## config.mk

```make
export PLATFORM = sky130hd
export DESIGN_NAME = utf8_six_byte_decoder_flat
export DESIGN_NICKNAME = d
export VERILOG_FILES = /design/src/design/utf8d_pkg.sv /design/src/design/utf8d_if.sv /design/src/design/utf8d_front.sv /design/src/design/utf8d_back.sv /design/src/design/utf8_six_byte_decoder.sv /design/src/flat_wrapper.sv
export SDC_FILE = /design/constraint.sdc
export NUM_CORES = 1
export LEC_CHECK = 0
export ABC_AREA = 1
export BUFFER_PORTS_ARGS = -buffer_cell sky130_fd_sc_hd__buf_4
export CAP_MARGIN = 20
export CELL_PAD_IN_SITES_DETAIL_PLACEMENT = 2
export CELL_PAD_IN_SITES_GLOBAL_PLACEMENT = 2
export CORE_UTILIZATION = 30
export CTS_CLUSTER_SIZE = 8
export DETAILED_ROUTE_END_ITERATION = 6
export PLACE_DENSITY_LB_ADDON = 0.1
export SLEW_MARGIN = 40
export SYNTH_ARGS = -nofsm -noshare
export SYNTH_HDL_FRONTEND = slang
export SYNTH_SLANG_ARGS = --single-unit
```

## constraint.sdc

```tcl
create_clock -name clk -period 7.1 [get_ports clk]
set_input_delay 1.775 -clock clk [delete_from_list [all_inputs] [get_ports clk]]
set_output_delay 1.775 -clock clk [all_outputs]
set_load 0.02 [all_outputs]
```

## src/design/utf8d_pkg.sv

```systemverilog
// ----------------------------------------------------------------------------
// utf8d_pkg
// shared types and constants of the six-byte utf-8 decoder
// ----------------------------------------------------------------------------
package utf8d_pkg;

  localparam int BYTE_W      = 8;
  localparam int CP_W        = 31;
  localparam int CAP_W       = 16;
  localparam int LEN_W       = 3;
  localparam int BITS_W      = 7;

  // queue between classifier and decode engine
  localparam int QUEUE_DEPTH = 2;
  localparam int QPTR_W      = (QUEUE_DEPTH > 1) ? $clog2(QUEUE_DEPTH) : 1;
  localparam int QCNT_W      = $clog2(QUEUE_DEPTH + 1);

  localparam logic [CAP_W-1:0] CAP_RESET      = 16'hFFFF;
  localparam logic [CP_W-1:0]  REPLACEMENT_CP = 31'h0000_FFFD;
  localparam logic [LEN_W-1:0] LEN_SATURATED  = 3'd7;

  // lead prefix masks and patterns
  localparam logic [BYTE_W-1:0] PFX_MASK_1 = 8'h80;
  localparam logic [BYTE_W-1:0] PFX_MASK_C = 8'hC0;
  localparam logic [BYTE_W-1:0] PFX_MASK_2 = 8'hE0;
  localparam logic [BYTE_W-1:0] PFX_MASK_3 = 8'hF0;
  localparam logic [BYTE_W-1:0] PFX_MASK_4 = 8'hF8;
  localparam logic [BYTE_W-1:0] PFX_MASK_5 = 8'hFC;
  localparam logic [BYTE_W-1:0] PFX_MASK_6 = 8'hFE;
  localparam logic [BYTE_W-1:0] PFX_CONT   = 8'h80;
  localparam logic [BYTE_W-1:0] PFX_LEAD_2 = 8'hC0;
  localparam logic [BYTE_W-1:0] PFX_LEAD_3 = 8'hE0;
  localparam logic [BYTE_W-1:0] PFX_LEAD_4 = 8'hF0;
  localparam logic [BYTE_W-1:0] PFX_LEAD_5 = 8'hF8;
  localparam logic [BYTE_W-1:0] PFX_LEAD_6 = 8'hFC;

  // payload masks
  localparam logic [BYTE_W-1:0] PAY_MASK_1    = 8'h7F;
  localparam logic [BYTE_W-1:0] PAY_MASK_2    = 8'h1F;
  localparam logic [BYTE_W-1:0] PAY_MASK_3    = 8'h0F;
  localparam logic [BYTE_W-1:0] PAY_MASK_4    = 8'h07;
  localparam logic [BYTE_W-1:0] PAY_MASK_5    = 8'h03;
  localparam logic [BYTE_W-1:0] PAY_MASK_6    = 8'h01;
  localparam logic [BYTE_W-1:0] PAY_MASK_CONT = 8'h3F;

  typedef enum logic [1:0] {
    TOK_CONT,
    TOK_LEAD,
    TOK_BAD_LEAD,
    TOK_TERM
  } tok_kind_t;

  typedef struct packed {
    tok_kind_t              kind;
    logic [LEN_W-1:0]       len;
    logic [BITS_W-1:0]      bits;
  } token_t;

  typedef struct packed {
    logic   valid;
    token_t tok;
  } queue_head_t;

  typedef struct packed {
    logic             valid;
    logic [CAP_W-1:0] data;
  } cfg_write_t;

endpackage

```

## src/design/utf8d_if.sv

```systemverilog
// ----------------------------------------------------------------------------
// utf8d interfaces
// byte, code point and configuration channels of the decoder
// ----------------------------------------------------------------------------
interface utf8d_byte_if;
  logic       valid;
  logic       ready;
  logic [7:0] data_byte;

  modport source (output valid, output data_byte, input ready);
  modport sink   (input valid, input data_byte, output ready);
endinterface

interface utf8d_cp_if;
  logic        valid;
  logic        ready;
  logic [30:0] code_point;
  logic        is_replacement;
  logic        last;

  modport source (output valid, output code_point, output is_replacement,
                  output last, input ready);
  modport sink   (input valid, input code_point, input is_replacement,
                  input last, output ready);
endinterface

interface utf8d_cfg_if;
  logic        valid;
  logic        ready;
  logic [15:0] output_capacity;

  modport source (output valid, output output_capacity, input ready);
  modport sink   (input valid, input output_capacity, output ready);
endinterface

```

## src/design/utf8d_front.sv

```systemverilog
// ----------------------------------------------------------------------------
// utf8d_front
// byte classifier and the short token queue in front of the decode engine
// ----------------------------------------------------------------------------
module utf8d_front (
  input  logic                         clk,
  input  logic                         rst,
  input  logic                         in_valid,
  input  logic [utf8d_pkg::BYTE_W-1:0] in_byte,
  output logic                         in_ready,
  output utf8d_pkg::queue_head_t       head,
  input  logic                         pop
);

  utf8d_pkg::token_t                 tok;
  utf8d_pkg::token_t                 mem [utf8d_pkg::QUEUE_DEPTH];
  logic [utf8d_pkg::QPTR_W-1:0]      wr_ptr;
  logic [utf8d_pkg::QPTR_W-1:0]      rd_ptr;
  logic [utf8d_pkg::QCNT_W-1:0]      count;
  logic                              push;
  logic                              do_pop;
  logic [utf8d_pkg::BYTE_W-1:0]      masked;

  // classify one byte into a token
  always_comb begin
    tok    = '0;
    masked = '0;
    if (in_byte == '0) begin
      tok.kind = utf8d_pkg::TOK_TERM;
    end else if ((in_byte & utf8d_pkg::PFX_MASK_1) == '0) begin
      tok.kind = utf8d_pkg::TOK_LEAD;
      tok.len  = 3'd1;
      masked   = in_byte & utf8d_pkg::PAY_MASK_1;
    end else if ((in_byte & utf8d_pkg::PFX_MASK_C) == utf8d_pkg::PFX_CONT) begin
      tok.kind = utf8d_pkg::TOK_CONT;
      masked   = in_byte & utf8d_pkg::PAY_MASK_CONT;
    end else if ((in_byte & utf8d_pkg::PFX_MASK_2) == utf8d_pkg::PFX_LEAD_2) begin
      tok.kind = utf8d_pkg::TOK_LEAD;
      tok.len  = 3'd2;
      masked   = in_byte & utf8d_pkg::PAY_MASK_2;
    end else if ((in_byte & utf8d_pkg::PFX_MASK_3) == utf8d_pkg::PFX_LEAD_3) begin
      tok.kind = utf8d_pkg::TOK_LEAD;
      tok.len  = 3'd3;
      masked   = in_byte & utf8d_pkg::PAY_MASK_3;
    end else if ((in_byte & utf8d_pkg::PFX_MASK_4) == utf8d_pkg::PFX_LEAD_4) begin
      tok.kind = utf8d_pkg::TOK_LEAD;
      tok.len  = 3'd4;
      masked   = in_byte & utf8d_pkg::PAY_MASK_4;
    end else if ((in_byte & utf8d_pkg::PFX_MASK_5) == utf8d_pkg::PFX_LEAD_5) begin
      tok.kind = utf8d_pkg::TOK_LEAD;
      tok.len  = 3'd5;
      masked   = in_byte & utf8d_pkg::PAY_MASK_5;
    end else if ((in_byte & utf8d_pkg::PFX_MASK_6) == utf8d_pkg::PFX_LEAD_6) begin
      tok.kind = utf8d_pkg::TOK_LEAD;
      tok.len  = 3'd6;
      masked   = in_byte & utf8d_pkg::PAY_MASK_6;
    end else begin
      tok.kind = utf8d_pkg::TOK_BAD_LEAD;
    end
    tok.bits = masked[utf8d_pkg::BITS_W-1:0];
  end

  assign in_ready   = (count != utf8d_pkg::QCNT_W'(utf8d_pkg::QUEUE_DEPTH));
  assign push       = in_valid && in_ready;
  assign head.valid = (count != '0);
  assign head.tok   = mem[rd_ptr];
  assign do_pop     = pop && head.valid;

  always_ff @(posedge clk) begin
    if (push) begin
      mem[wr_ptr] <= tok;
    end
  end

  always_ff @(posedge clk) begin
    if (rst) begin
      wr_ptr <= '0;
      rd_ptr <= '0;
      count  <= '0;
    end else begin
      if (push) begin
        wr_ptr <= (wr_ptr == utf8d_pkg::QPTR_W'(utf8d_pkg::QUEUE_DEPTH - 1)) ?
                  '0 : wr_ptr + 1'b1;
      end
      if (do_pop) begin
        rd_ptr <= (rd_ptr == utf8d_pkg::QPTR_W'(utf8d_pkg::QUEUE_DEPTH - 1)) ?
                  '0 : rd_ptr + 1'b1;
      end
      if (push && !do_pop) begin
        count <= count + 1'b1;
      end else if (do_pop && !push) begin
        count <= count - 1'b1;
      end
    end
  end

endmodule

```

## src/design/utf8d_back.sv

```systemverilog
// ----------------------------------------------------------------------------
// utf8d_back
// group tracking, capacity limit and the output register
// ----------------------------------------------------------------------------
module utf8d_back (
  input  logic                        clk,
  input  logic                        rst,
  input  utf8d_pkg::cfg_write_t       cfg_wr,
  input  utf8d_pkg::queue_head_t      head,
  output logic                        pop,
  output logic                        out_valid,
  input  logic                        out_ready,
  output logic [utf8d_pkg::CP_W-1:0]  out_cp,
  output logic                        out_rep,
  output logic                        out_last
);

  logic [utf8d_pkg::CAP_W-1:0] capacity;
  logic                        group_open, group_open_next;
  logic                        lead_invalid, lead_invalid_next;
  logic [utf8d_pkg::LEN_W-1:0] expected_length, expected_length_next;
  logic [utf8d_pkg::LEN_W-1:0] group_length, group_length_next;
  logic [utf8d_pkg::CP_W-1:0]  acc, acc_next;
  logic [utf8d_pkg::CAP_W-1:0] emitted_count, emitted_count_next;

  logic                        can_load;
  logic                        grp_emit;
  logic                        grp_ok;
  logic                        load;
  logic [utf8d_pkg::CP_W-1:0]  load_cp;
  logic                        load_rep;
  logic                        load_last;
  utf8d_pkg::token_t           tok;

  assign tok      = head.tok;
  assign can_load = !out_valid || out_ready;
  assign grp_emit = group_open && (emitted_count < capacity);
  assign grp_ok   = !lead_invalid && (group_length == expected_length);

  always_comb begin
    pop                  = 1'b0;
    load                 = 1'b0;
    load_cp              = grp_ok ? acc : utf8d_pkg::REPLACEMENT_CP;
    load_rep             = !grp_ok;
    load_last            = 1'b0;
    group_open_next      = group_open;
    lead_invalid_next    = lead_invalid;
    expected_length_next = expected_length;
    group_length_next    = group_length;
    acc_next             = acc;
    emitted_count_next   = emitted_count;
    if (head.valid) begin
      case (tok.kind)
        utf8d_pkg::TOK_CONT: begin
          pop = 1'b1;
          if (group_open) begin
            if (group_length != utf8d_pkg::LEN_SATURATED) begin
              group_length_next = group_length + 1'b1;
            end
            acc_next = {acc[utf8d_pkg::CP_W-7:0], tok.bits[5:0]};
          end
        end
        utf8d_pkg::TOK_LEAD, utf8d_pkg::TOK_BAD_LEAD: begin
          if (!grp_emit || can_load) begin
            pop  = 1'b1;
            load = grp_emit;
            if (grp_emit) begin
              emitted_count_next = emitted_count + 1'b1;
            end
            group_open_next   = 1'b1;
            group_length_next = 3'd1;
            if (tok.kind == utf8d_pkg::TOK_BAD_LEAD) begin
              lead_invalid_next    = 1'b1;
              expected_length_next = '0;
              acc_next             = '0;
            end else begin
              lead_invalid_next    = 1'b0;
              expected_length_next = tok.len;
              acc_next = {{(utf8d_pkg::CP_W-utf8d_pkg::BITS_W){1'b0}}, tok.bits};
            end
          end
        end
        utf8d_pkg::TOK_TERM: begin
          if (can_load) begin
            load = 1'b1;
            // a pending group goes out first, and the end marker follows once the output register can take it
            group_open_next      = 1'b0;
            lead_invalid_next    = 1'b0;
            expected_length_next = '0;
            group_length_next    = '0;
            acc_next             = '0;
            if (grp_emit) begin
              emitted_count_next = emitted_count + 1'b1;
            end else begin
              pop                = 1'b1;
              load_cp            = '0;
              load_rep           = 1'b0;
              load_last          = 1'b1;
              emitted_count_next = '0;
            end
          end
        end
        default: begin
          pop = 1'b0;
        end
      endcase
    end
  end

  always_ff @(posedge clk) begin
    if (rst) begin
      capacity        <= utf8d_pkg::CAP_RESET;
      group_open      <= 1'b0;
      lead_invalid    <= 1'b0;
      expected_length <= '0;
      group_length    <= '0;
      acc             <= '0;
      emitted_count   <= '0;
      out_valid       <= 1'b0;
    end else begin
      if (cfg_wr.valid) begin
        capacity <= cfg_wr.data;
      end
      group_open      <= group_open_next;
      lead_invalid    <= lead_invalid_next;
      expected_length <= expected_length_next;
      group_length    <= group_length_next;
      acc             <= acc_next;
      emitted_count   <= emitted_count_next;
      if (load) begin
        out_valid <= 1'b1;
      end else if (out_ready) begin
        out_valid <= 1'b0;
      end
    end
  end

  always_ff @(posedge clk) begin
    if (load) begin
      out_cp   <= load_cp;
      out_rep  <= load_rep;
      out_last <= load_last;
    end
  end

endmodule

```

## src/design/utf8_six_byte_decoder.sv

```systemverilog
// ----------------------------------------------------------------------------
// utf8_six_byte_decoder
// streaming decoder for utf-8 text with the original one to six byte leads
// ----------------------------------------------------------------------------
// takes one byte per cycle unless stalled and gives one code point item per
// finished group; a group finishes when the next lead byte or the zero
// terminator arrives, so each code point appears one lead later than its last
// byte. a terminator always gives an end marker item (code point 0, last set),
// preceded by the result of any open group. bad groups give U+FFFD with
// is_replacement set, stray continuation bytes are dropped, and at most
// output_capacity code points are given per string. the sustained rate is one
// byte per cycle unless the output stalls; a terminator closing a group with a
// result gives two items, as the single output register carries one per cycle.
// a two-entry queue buffers bytes while the result side stalls. the user
// writes configuration only while the decoder is idle; no check enforces it.
module utf8_six_byte_decoder (
  input  logic        clk,
  input  logic        rst,
  utf8d_byte_if.sink  bytes,
  utf8d_cp_if.source  chars,
  utf8d_cfg_if.sink   cfg
);

  // head of the token queue and the pop strobe from the decode engine
  utf8d_pkg::queue_head_t head;
  logic                   pop;
  utf8d_pkg::cfg_write_t  cfg_wr;

  // capacity register is always writable
  assign cfg.ready   = 1'b1;
  assign cfg_wr.valid = cfg.valid;
  assign cfg_wr.data  = cfg.output_capacity;

  // front: classify bytes into lead, continuation, bad lead or terminator
  utf8d_front u_front (
    .clk      (clk),
    .rst      (rst),
    .in_valid (bytes.valid),
    .in_byte  (bytes.data_byte),
    .in_ready (bytes.ready),
    .head     (head),
    .pop      (pop)
  );

  // back: collect groups, apply the capacity limit, drive the output item
  utf8d_back u_back (
    .clk       (clk),
    .rst       (rst),
    .cfg_wr    (cfg_wr),
    .head      (head),
    .pop       (pop),
    .out_valid (chars.valid),
    .out_ready (chars.ready),
    .out_cp    (chars.code_point),
    .out_rep   (chars.is_replacement),
    .out_last  (chars.last)
  );

endmodule

```

## src/flat_wrapper.sv

```systemverilog
// flat-port wrapper written by rule: the top's interface ports become plain ports
module utf8_six_byte_decoder_flat 
  (clk, rst, bytes_valid, bytes_data_byte, bytes_ready, chars_valid, chars_code_point, chars_is_replacement, chars_last, chars_ready, cfg_valid, cfg_output_capacity, cfg_ready);
  utf8d_byte_if bytes_i ();
  utf8d_cp_if chars_i ();
  utf8d_cfg_if cfg_i ();
  input  logic clk;
  input  logic rst;
  input wire logic [$bits(bytes_i.valid)-1:0] bytes_valid;
  input wire logic [$bits(bytes_i.data_byte)-1:0] bytes_data_byte;
  output wire logic [$bits(bytes_i.ready)-1:0] bytes_ready;
  output wire logic [$bits(chars_i.valid)-1:0] chars_valid;
  output wire logic [$bits(chars_i.code_point)-1:0] chars_code_point;
  output wire logic [$bits(chars_i.is_replacement)-1:0] chars_is_replacement;
  output wire logic [$bits(chars_i.last)-1:0] chars_last;
  input wire logic [$bits(chars_i.ready)-1:0] chars_ready;
  input wire logic [$bits(cfg_i.valid)-1:0] cfg_valid;
  input wire logic [$bits(cfg_i.output_capacity)-1:0] cfg_output_capacity;
  output wire logic [$bits(cfg_i.ready)-1:0] cfg_ready;
  assign bytes_i.valid = bytes_valid;
  assign bytes_i.data_byte = bytes_data_byte;
  assign bytes_ready = bytes_i.ready;
  assign chars_valid = chars_i.valid;
  assign chars_code_point = chars_i.code_point;
  assign chars_is_replacement = chars_i.is_replacement;
  assign chars_last = chars_i.last;
  assign chars_i.ready = chars_ready;
  assign cfg_i.valid = cfg_valid;
  assign cfg_i.output_capacity = cfg_output_capacity;
  assign cfg_ready = cfg_i.ready;
  utf8_six_byte_decoder u_core (.clk(clk), .rst(rst), .bytes(bytes_i), .chars(chars_i), .cfg(cfg_i));
endmodule
```

==> results of run 1 <==
## layout make-up
type	count	area (sq um)	area share, %
Clock buffer	17	425.4	5.448
Clock inverter	15	214.0	2.740
Inverter	83	319.1	4.086
Multi-Input combinational cell	534	2743	35.12
Sequential cell	134	3253	41.66
Tap cell	275	344.1	4.406
Timing Repair Buffer	68	510.5	6.537
## cells in the mapped netlist, types with 3 or more instances
library cell	n	share of area [%]
nand3_1	24	1.8
a21oi_2	10	1.3
nor2_1	88	5.1
xor2_1	12	1.6
ha_1	23	4.4
buf_2	7	0.54
a21oi_1	57	4.4
o21ai_0	27	2.1
buf_6	6	1.0
clkbuf_1	18	1.0
o2111ai_1	5	0.67
edfxtp_1	57	26
nand4_1	10	0.96
nor3_1	8	0.62
nor2_2	3	0.29
inv_1	80	4.6
nand3b_1	18	2.1
nand2_2	12	1.2
nand2_4	5	0.86
nand2_1	214	12
dfxtp_1	77	24
## worst max-delay path by stage
stage / to / slack [ps] / cells past startpoint
CTS: u_core.u_back.acc[17] / 3200 / 13
global route: u_core.u_back.acc[10] / 2850 / 13
floorplan: u_core.u_back.out_cp[0] / 3770 / 4
global placement: u_core.u_front.count[1] / 3080 / 12
detailed placement: u_core.u_front.count[1] / 2950 / 12
finish: u_core.u_back.acc[17] / 3300 / 13
## layer usage
metal / track usage, % / vias up / share of wire (%)
met5: 0 / - / 0
met4: 4.184 / 0 / 0.90
met3: 3.761 / 14 / 3.1
met2: 29.95 / 65 / 49
met1: 21.52 / 2587 / 47
li1: - / 2646 / -
## worst reg2reg max path: stages, from the launching register on
cell and delay [ps]:
dfxtp_1 570, inv_1 300, or2_2 350, o21ai_0 190, inv_1 100, ha_1 480
inv_1 290, o21ai_0 160, a21oi_1 380, nand2_4 100, inv_4 440, nand2_1 190
nand2_1 100, nor2_1 40
## power groups by stage
stage                     logic (W)  clock network [W]  registers, W
after floorplan            0.000915                  0       0.00126
final                       0.00133           0.000964       0.00121
after CTS                   0.00137           0.000984       0.00121
after global routing        0.00153            0.00102       0.00123
after global placement      0.00130                  0       0.00121
after detailed placement    0.00136                  0       0.00123
## cell families after synthesis
kind of cell               count (synthesis)  synth area share, %
and+or+nand+nor                          391                26.53
buffers and inverters                    118                8.035
xor gates and xnor gates                  14                1.884
AOI/OAI and AO/OA                        105                9.093
DFF                                      134                49.98
other                                      1              0.05761
adders and majority gates                 23                4.421
## per-stage QoR
step,setup WS (ps),cell area [sq um]
5_1_grt,2851,7809
2_1_floorplan,3767,6509
3_3_place_gp,3084,7159
4_1_cts,3199,7804
6_report,3297,7809
3_5_place_dp,2950,7164
## sequential cells by signal (all words and copies together) (netlist names), named ones only
name,flops
u_core.u_back.out_last,1
u_core.u_back.lead_invalid,1
u_core.u_front.mem,24
u_core.u_back.expected_length,3
u_core.u_back.out_valid,1
u_core.u_back.out_rep,1
u_core.u_back.acc,31
u_core.u_front.count,2
u_core.u_back.group_length,3
u_core.u_back.emitted_count,16
u_core.u_front.wr_ptr,1
u_core.u_back.capacity,16
u_core.u_back.out_cp,31
u_core.u_back.group_open,1
u_core.u_front.rd_ptr,1
==> summary.md, run 1 <==
| Metric | Value |
|---|---|
| Share of cells above drive strength 1 | 16.57% |
| Clock power frac | between 20% and 30% |
| Crit-path most repeated cell | inv_1 |
| Worst Path Buf+Inv | 4 |
| P_leak | 3.433 nW |
| Hold_buf cts | 0 |
| Crit. End Element | flop |
| Via Count | between 5000 and 6000 |
| Largest net degree at the start of global routing | 62 |
| Seq cells post-synth | 134 |
| Cell depth of the worst hold path | 2 |
| Initial Utilization | between 30% and 40% |
| Synth Flop Type | dfxtp_1 |
| Clock transition at path regs | approximately 60 ps |
| Syn Inst Count | between 700 and 800 |
| Clock Latency Late Sink | roughly 420 ps |
| FMAX | around 0.26 GHz |
| Hold Path End | u_core.u_back.lead_invalid |
| Sequential share of power | between 30% and 40% |
| Min-delay src | u_core.u_back.lead_invalid |
| Final setup viols | 0 |
| Slew @ Worst Pin | about 770 ps |
| Vias/cell | ~4.7 |
| Post-CTS Setup Bufs | 0 |
| Drt initial violations | around 150 |
| Worst reg2reg setup slack | between 3000 and 4000 ps |
| Final Instance Count excl. Fillers | 1126 |
| Chip width | around 150 um |
| ANT cells | 0 |
| Max-Cap Viols | 0 |
| Final nets | a little under 900 |
| Most frequent cells in the layout | 214 x nand2_1, 86 x nor2_1, 80 x inv_1 |
| Clk buf depth | 2 |
| Slew headroom | roughly half |
| Dpl cells | 1094 |
| Min-delay worst type | flop to flop |
| Layout Skew | about 13 ps |
| Residual DRC | 0 |
| Avg WL per Cell | approximately 16 um |
| Post-CTS Resized | 0 |
| Clock tree sinks | roughly 130 |
| CTS buffer count | 17 |
| Fin Setup TNS | 0 ps |
| Status | finished clean |
| Fin crit period | between 3000 and 4000 ps |
| Total track usage | roughly 17% |
| Startpoint class of the critical path | flop |
| FFs w/ async S/R, synth | 0% |
| Mapped Area | around 6500 sq um |
| Port Buffers | 63 |
| Syn nets | between 800 and 900 |
| Ys Warns | 0 |
| Hold violation count in the final report | 0 |
| RSZ-0062 raised after global routing | no |
| Number of global-route vias before repair | ~6000 |
| Die ar. | 22290 sq um |
| Switching Power | 0.001402 W |
| Mean post-synth cell area | between 8 and 9 sq um |
| Final Cycle Share | a little over half |
| Root Buffer | clkbuf_16 |
| First-pass GRT wire length | 29890 um |
| CTS H-tree lvls | 4 |
| Min Hold Slack | about 470 ps |
| IR drop worst, VDD | around 0.0002 V |
| Core Util, Final | between 30% and 40% |
| EDFF count, synth | between 50 and 60 |
| CP Cell Sequence | inv_1 -> or2_2 -> o21ai_0 -> inv_1 -> ha_1 -> inv_1 -> o21ai_0 -> a21oi_1 -> nand2_4 -> inv_4 -> nand2_1 -> nand2_1 -> nor2_1 |
| Worst EP required | 7410 ps |
| Gpl congestion | 0.7899 |
| CORE AREA | about 21000 sq um |
| TritonCTS clock tree | yes |
| Area Overhead vs Synth | 19.97% |
| Routed wire length | 17960 um |
| CP max stage cell | dfxtp_1 |
| Fill cells | 2413 |
| Cell variety after synth | 40 |
| Worst path top cell family by delay | buffers and inverters |
| R2r worst-path depth | 13 |
| Pwr/cell area | roughly 450 nW/um^2 |
| Net Sw Frac | around two fifths |
| Internal power | 0.002097 W |
| Worst r2r dst | u_core.u_back.acc[17] |
| Crit path largest cell delay | roughly 570 ps |
| Final Max Slew Viols | 0 |
| Die H | around 150 um |
| Initial antenna violation count | 0 |
| Routed Antenna Nets | 0 |
| TritonRoute pass-1 iters | 4 |
| CP arrival | a little over 4000 ps |
| Gate power share | a little under two fifths |
| FP Rows | 53 |
| Total power | about 0.0035 W |
| CP Max Fanout | 61 |
| Ports | 65 |
| Critical path type | flop to flop |
| HPWL Detailed | around 13000 um |
| Most common cell after layout, fill and taps aside | nand2_1 |
| GRT overflow | 0 |
| Seq/Total Area, Yosys | 49.98% |
No activity file was read; power rests on OpenSTA's default activity.
==> inputs of run 2 (changes only) <==
==> constraint.sdc (replaced) <==
create_clock -name clk -period 3.1 [get_ports clk]
set_input_delay 0.775 -clock clk [delete_from_list [all_inputs] [get_ports clk]]
set_output_delay 0.775 -clock clk [all_outputs]
set_load 0.02 [all_outputs]
==> summary.md, run 2 (synthesis results as in run 1) <==
| Metric | Value |
|---|---|
| CTS H-tree lvls | 4 (unchanged) |
| Worst r2r src | u_core.u_back.emitted_count[6] |
| CORE AREA | 21150 sq um (unchanged) |
| FMAX | 0.3497 GHz (+33%) |
| Initial Utilization | 30.77% (unchanged) |
| Vias/cell | 4.677 (-0.86%) |
| R2r worst-path depth | 17 (+4) |
| Fin crit period | 2860 ps (-943.4 ps) |
| Residual DRC | 0 (unchanged) |
| Layout Skew | 12.00 ps (-1.123 ps) |
| Via Count | 5313 (+0.019%) |
| Avg WL per Cell | 15.51 um (-2.7%) |
| FP Rows | 53 (unchanged) |
| Ports | 65 (unchanged) |
| Core Util, Final | 37.43% (+0.51 points) |
| Worst reg2reg setup slack | 240 ps (-3060 ps) |
| Gpl congestion | 0.7614 (-3.6%) |
| Critical path type | flop to flop |
| Post-CTS Setup Bufs | 0 (unchanged) |
| Crit. End Element | flop |
| Final Cycle Share | 92.25% (+39 points) |
| Fin Setup TNS | 0 ps (unchanged) |
| Die H | 149.3 um (unchanged) |
| Largest net degree at the start of global routing | 40 (-35%) |
| Share of cells above drive strength 1 | 17.65% (+1.1 points) |
| Min-delay src | u_core.u_back.capacity[0] |
| Slew headroom | 59.79% (+11 points) |
| Routed wire length | 17620 um (-1.9%) |
| Pwr/cell area | 1030 nW/um^2 (+130%) |
| HPWL Detailed | 12840 um (-0.16%) |
| Dpl ws | 127.0 ps (-2823 ps) |
| Most common cell after layout, fill and taps aside | nand2_1 |
| IR drop worst, VDD | 0.0004057 V (+100%) |
| Total track usage | 16.95% (-0.28 points) |
| CP Max Fanout | 6 (-90%) |
| Final Max Slew Viols | 0 (unchanged) |
| Die ar. | 22290 sq um (unchanged) |
| RSZ-0062 raised after global routing | no |
| Drt initial violations | 122 (-21%) |
| Initial antenna violation count | 0 (unchanged) |
| Final nets | 900 (+1.1%) |
| Status | finished clean |
| Max-Cap Viols | 0 (unchanged) |
| Clock Latency Late Sink | 430 ps (about the same) |
| Final setup viols | 0 (unchanged) |
| Routed Antenna Nets | 0 (unchanged) |
| Cell depth of the worst hold path | 2 (unchanged) |
| Final Instance Count excl. Fillers | 1136 (+0.89%) |
| Startpoint class of the critical path | flop |
| Dpl cells | 1104 (+0.91%) |
| Worst EP required | 3410 ps (-4000 ps) |
| GRT overflow | 0 (unchanged) |
| Chip width | 149.3 um (unchanged) |
| Setup ws final | 240.3 ps (-3057 ps) |
| First-pass GRT wire length | 29460 um (-1.4%) |
| Most frequent cells in the layout | 214 x nand2_1, 88 x nor2_1, 79 x inv_1 |
| TritonCTS clock tree | yes |
| Worst r2r dst | u_core.u_front.count[1] |
| Largest regs | u_core.u_back.acc (31), u_core.u_back.out_cp (31), u_core.u_front.mem (24) |
| Root Buffer | clkbuf_16 |
| Clock transition at path regs | 60 ps (about the same) |
| TritonRoute pass-1 iters | 4 (unchanged) |
| Slew @ Worst Pin | 602.5 ps (-170.6 ps) |
| CTS buffer count | 17 (unchanged) |
| Hold_buf cts | 0 (unchanged) |
| Port Buffers | 63 (unchanged) |
| Number of global-route vias before repair | 5959 (+1.2%) |
| ANT cells | 0 (unchanged) |
| Area Overhead vs Synth | 21.65% |
| P_leak | 3.500 nW (+1.9%) |
| Clock tree sinks | 134 (unchanged) |
| Hold violation count in the final report | 0 (unchanged) |
| Clk buf depth | 2 (unchanged) |
| Hold Path End | u_core.u_back.capacity[0] |
| CP arrival | 3170 ps (-940 ps) |
| Min-delay worst type | flop to flop |
run 2: cell count changes in the layout (fill, tap and decap cells not counted), sizes merged:
cell and delta:
bufinv -1, buf +10, clkbuf +2, inv +1, clkinv -1, clkinvlp -1
run 2: report_power, final:
group          leakage (nW)  switching (W)  internal (W)
combinational          2.02        0.00210       0.00106
sequential             1.16       0.000283       0.00248
clock                 0.317       0.000840       0.00138
run 2: repair_timing:
item / in CTS / in global routing
hold endpoints to repair: 0 / 0
endpoints found under the setup margin: 0 / 38
resized for setup: 0 / 1
run 2: layout make-up:
cell class | instances | area (sq um)
clock buffer | 19 | 475.5
inverter | 83 | 319.1
tap | 275 | 344.1
sequential | 134 | 3254
multi-input combinational | 534 | 2738
fill | 2390 | 13240
timing repair buffer | 78 | 610.6
clock inverter | 13 | 176.4
run 2: how the worst max path moves through the flow:
stage,endpoint,from,slack (ps)
3_3_place_gp,u_core.u_front.count[1],chars_ready,310
6_report,u_core.u_front.count[1],u_core.u_back.emitted_count[6],240
5_1_grt,u_core.u_back.acc[2],flop,1
4_1_cts,u_core.u_back.acc[2],flop,90
3_5_place_dp,u_core.u_back.acc[2],flop,130
2_1_floorplan,u_core.u_back.out_cp[0],flop,380
run 2: per-stage QoR:
step	area, sq um	hold slack, ps	power (W)
final	7918	453.6	0.008155
after global routing	7918	493.0	0.008776
after CTS	7911	458.9	0.008318
after detailed placement	7259	450.2	0.006026
after global placement	7259	449.2	0.005858
after floorplan	6509	430.2	0.004990
run 2: metal layers:
metal / GRT usage (%) / routed length, um
met1: 20.81 / 8368
met2: 30.05 / 8682
met3: 2.722 / 358
met4: 5.459 / 213
met5: 0 / 0
run 2: critical path, stage by stage (launching register included):
cell and delay [ps]:
dfxtp_1 530, ha_1 300, nand2_1 90, nor2_1 60, nor3_1 150, nand2_1 170
nand2_2 130, nand3_1 90, nand2_1 170, nand2_1 70, nand2_1 60, nand2_1 90
inv_1 80, ha_1 250, a21oi_1 140, o21ai_0 120, o21ai_0 170, a21oi_1 60
==> inputs of run 3 (changes only) <==
==> constraint.sdc (replaced) <==
create_clock -name clk -period 3.33 [get_ports clk]
set_input_delay 0.8325 -clock clk [delete_from_list [all_inputs] [get_ports clk]]
set_output_delay 0.8325 -clock clk [all_outputs]
set_load 0.02 [all_outputs]
==> summary.md, run 3 (synthesis results as in run 1) <==
| Metric | Value |
|---|---|
| Routed Antenna Nets | 0 (unchanged) |
| Clock transition at path regs | 60 ps (about the same) |
| Final Max Slew Viols | 0 (unchanged) |
| Vias/cell | 4.722 (+0.97%) |
| Root Buffer | clkbuf_16 |
| Max-Cap Viols | 0 (unchanged) |
| DRT met1 WL | 8871 um (+6.0%) |
| CTS H-tree lvls | 4 (unchanged) |
| Fin Setup TNS | 0 ps (unchanged) |
| Switching Power | 0.003072 W (-4.8%) |
| Hold_buf cts | 0 (unchanged) |
| Worst EP required | 3640 ps (+230 ps) |
| Number of global-route vias before repair | 5924 (-0.59%) |
| CP max stage cell | inv_4 |
| Initial Utilization | 30.77% (unchanged) |
| Crit path largest cell delay | 430 ps (-100 ps) |
| Setup ws final | 383.1 ps (+142.8 ps) |
| FP Rows | 53 (unchanged) |
| Final Cycle Share | 88.50% (-3.8 points) |
| Post-CTS Resized | 0 (unchanged) |
| Port Buffers | 63 (unchanged) |
| Gate power share | 38.7% (about the same) |
| Hold violation count in the final report | 0 (unchanged) |
| CP Cell Sequence | inv_1 -> or2_2 -> o21ai_0 -> inv_1 -> ha_1 -> inv_1 -> o21ai_0 -> a21oi_1 -> nand2_4 -> inv_4 -> nand2_1 -> nand2_1 -> nor2_1 |
| ANT cells | 0 (unchanged) |
| Crit. End Element | flop |
| Slew headroom | 54.78% (-5.0 points) |
| Chip width | 149.3 um (unchanged) |
| Met2 wire len | 9025 um (+4.0%) |
| Initial antenna violation count | 0 (unchanged) |
| Total track usage | 17.73% (+0.79 points) |
| Final nets | 895 (-0.56%) |
| Residual DRC | 0 (unchanged) |
| Clock tree sinks | 134 (unchanged) |
| CORE AREA | 21150 sq um (unchanged) |
| Status | finished clean |
| Min-delay worst type | flop to flop |
| Fill cells | 2385 (-0.21%) |
| Most frequent cells in the layout | 214 x nand2_1, 86 x nor2_1, 80 x inv_1 |
| Post-CTS Setup Bufs | 0 (unchanged) |
| HPWL Detailed | 13330 um (+3.8%) |
| Largest regs | u_core.u_back.acc (31), u_core.u_back.out_cp (31), u_core.u_front.mem (24) |
| IR drop worst, VDD | 0.0003167 V (-22%) |
| Pwr/cell area | 970.6 nW/um^2 (-5.8%) |
| Sequential share of power | 33.5% (-0.4 points) |
| Worst path top cell family by delay | buffers and inverters |
| RSZ-0062 raised after global routing | no |
| Clock power frac | 27.8% (+0.5 points) |
| Critical path type | flop to flop |
| Final Instance Count excl. Fillers | 1131 (-0.44%) |
| Drt initial violations | 159 (+30%) |
| Clock Latency Late Sink | 420 ps (about the same) |
| Final Instance Area | 7861 sq um (-0.71%) |
| Net Sw Frac | 40.27% (+0.70 points) |
| Clk buf depth | 2 (unchanged) |
| Worst reg2reg setup slack | 380 ps (+140 ps) |
| Internal power | 0.004558 W (-7.5%) |
| Ports | 65 (unchanged) |
| Slew @ Worst Pin | 677.5 ps (+75.04 ps) |
| Most common cell after layout, fill and taps aside | nand2_1 |
| Met3 wire length | 420 um (+17%) |
| TritonRoute pass-1 iters | 4 (unchanged) |
| Share of cells above drive strength 1 | 17.17% (-0.48 points) |
| Crit-path most repeated cell | inv_1 |
| P_leak | 3.470 nW (-0.86%) |
| Gpl congestion | 0.7907 (+3.8%) |
| Largest net degree at the start of global routing | 62 (+55%) |
| Min Hold Slack | 476.6 ps (+23.03 ps) |
| FMAX | 0.3393 GHz (-3.0%) |
| Dpl ws | 401.5 ps (+274.5 ps) |
| Startpoint class of the critical path | flop |
| Fin crit period | 2947 ps (+87.21 ps) |
| Via Count | 5341 (+0.53%) |
| GRT overflow | 0 (unchanged) |
| Die ar. | 22290 sq um (unchanged) |
| CP arrival | 3260 ps (+90 ps) |
| Die H | 149.3 um (unchanged) |
| Routed wire length | 18480 um (+4.9%) |
| Placed Instance Area | 7202 sq um (-0.79%) |
| Register area | 3253 sq um (about the same) |
| Worst Path Buf+Inv | 4 (+3) |
| Area Overhead vs Synth | 20.78% |
| CTS buffer count | 17 (unchanged) |
| DR top layer | met4 |
| Layout Skew | 9.255 ps (-2.743 ps) |
| Area of the multi-input gates | 2738 sq um (unchanged) |
| Dpl cells | 1099 (-0.45%) |
| CP Max Fanout | 61 (+55) |
| First-pass GRT wire length | 30610 um (+3.9%) |
| Avg WL per Cell | 16.34 um (+5.3%) |
| Final setup viols | 0 (unchanged) |
| TritonCTS clock tree | yes |
## run 3: worst paths after layout
kind	startpoint	to	cells after the start
worst min-delay path	u_core.u_back.lead_invalid	u_core.u_back.lead_invalid	2
worst min register to register	u_core.u_back.lead_invalid	u_core.u_back.lead_invalid	2
worst max register to register	flop	u_core.u_back.acc[22]	13
worst max-delay path	flop	u_core.u_back.acc[22]	13
## run 3: layer usage
| metal | vias to the layer above | global-route usage, % |
|---|---|---|
| met5 | - | 0 |
| met4 | 0 | 4.694 |
| met3 | 12 | 3.731 |
| met2 | 62 | 30.74 |
| met1 | 2601 | 22.18 |
| li1 | 2666 | - |
## run 3: per-stage QoR
| step | power (W) | util [%] |
|---|---|---|
| 2_1_floorplan | 0.004646 | - |
| 3_3_place_gp | 0.005427 | 34.02 |
| 3_5_place_dp | 0.005603 | 34.05 |
| 4_1_cts | 0.007789 | 37.16 |
| 5_1_grt | 0.008202 | 37.16 |
| 6_report | 0.007630 | 37.16 |
## run 3: final cells by class
class	instances	area share, %
inverter	83	4.059
clock inverter	14	2.658
timing repair buffer	73	6.971
clock buffer	18	5.730
multi-input combinational	534	34.82
tap	275	4.377
sequential	134	41.38
## run 3: worst register-to-register path: stages (launching register included)
cell,delay [ps]
dfxtp_1,330
inv_1,150
or2_2,310
o21ai_0,200
inv_1,110
ha_1,240
inv_1,160
o21ai_0,140
a21oi_1,350
nand2_4,100
inv_4,440
nand2_1,190
nand2_1,100
nor2_1,40
## run 3: power by group through the flow
stage / clock network (W) / logic [W] / registers (W)
finish: 0.00212 / 0.00295 / 0.00256
global placement: 0 / 0.00285 / 0.00258
CTS: 0.00218 / 0.00304 / 0.00257
floorplan: 0 / 0.00195 / 0.00269
global route: 0.00223 / 0.00336 / 0.00261
detailed placement: 0 / 0.00300 / 0.00260
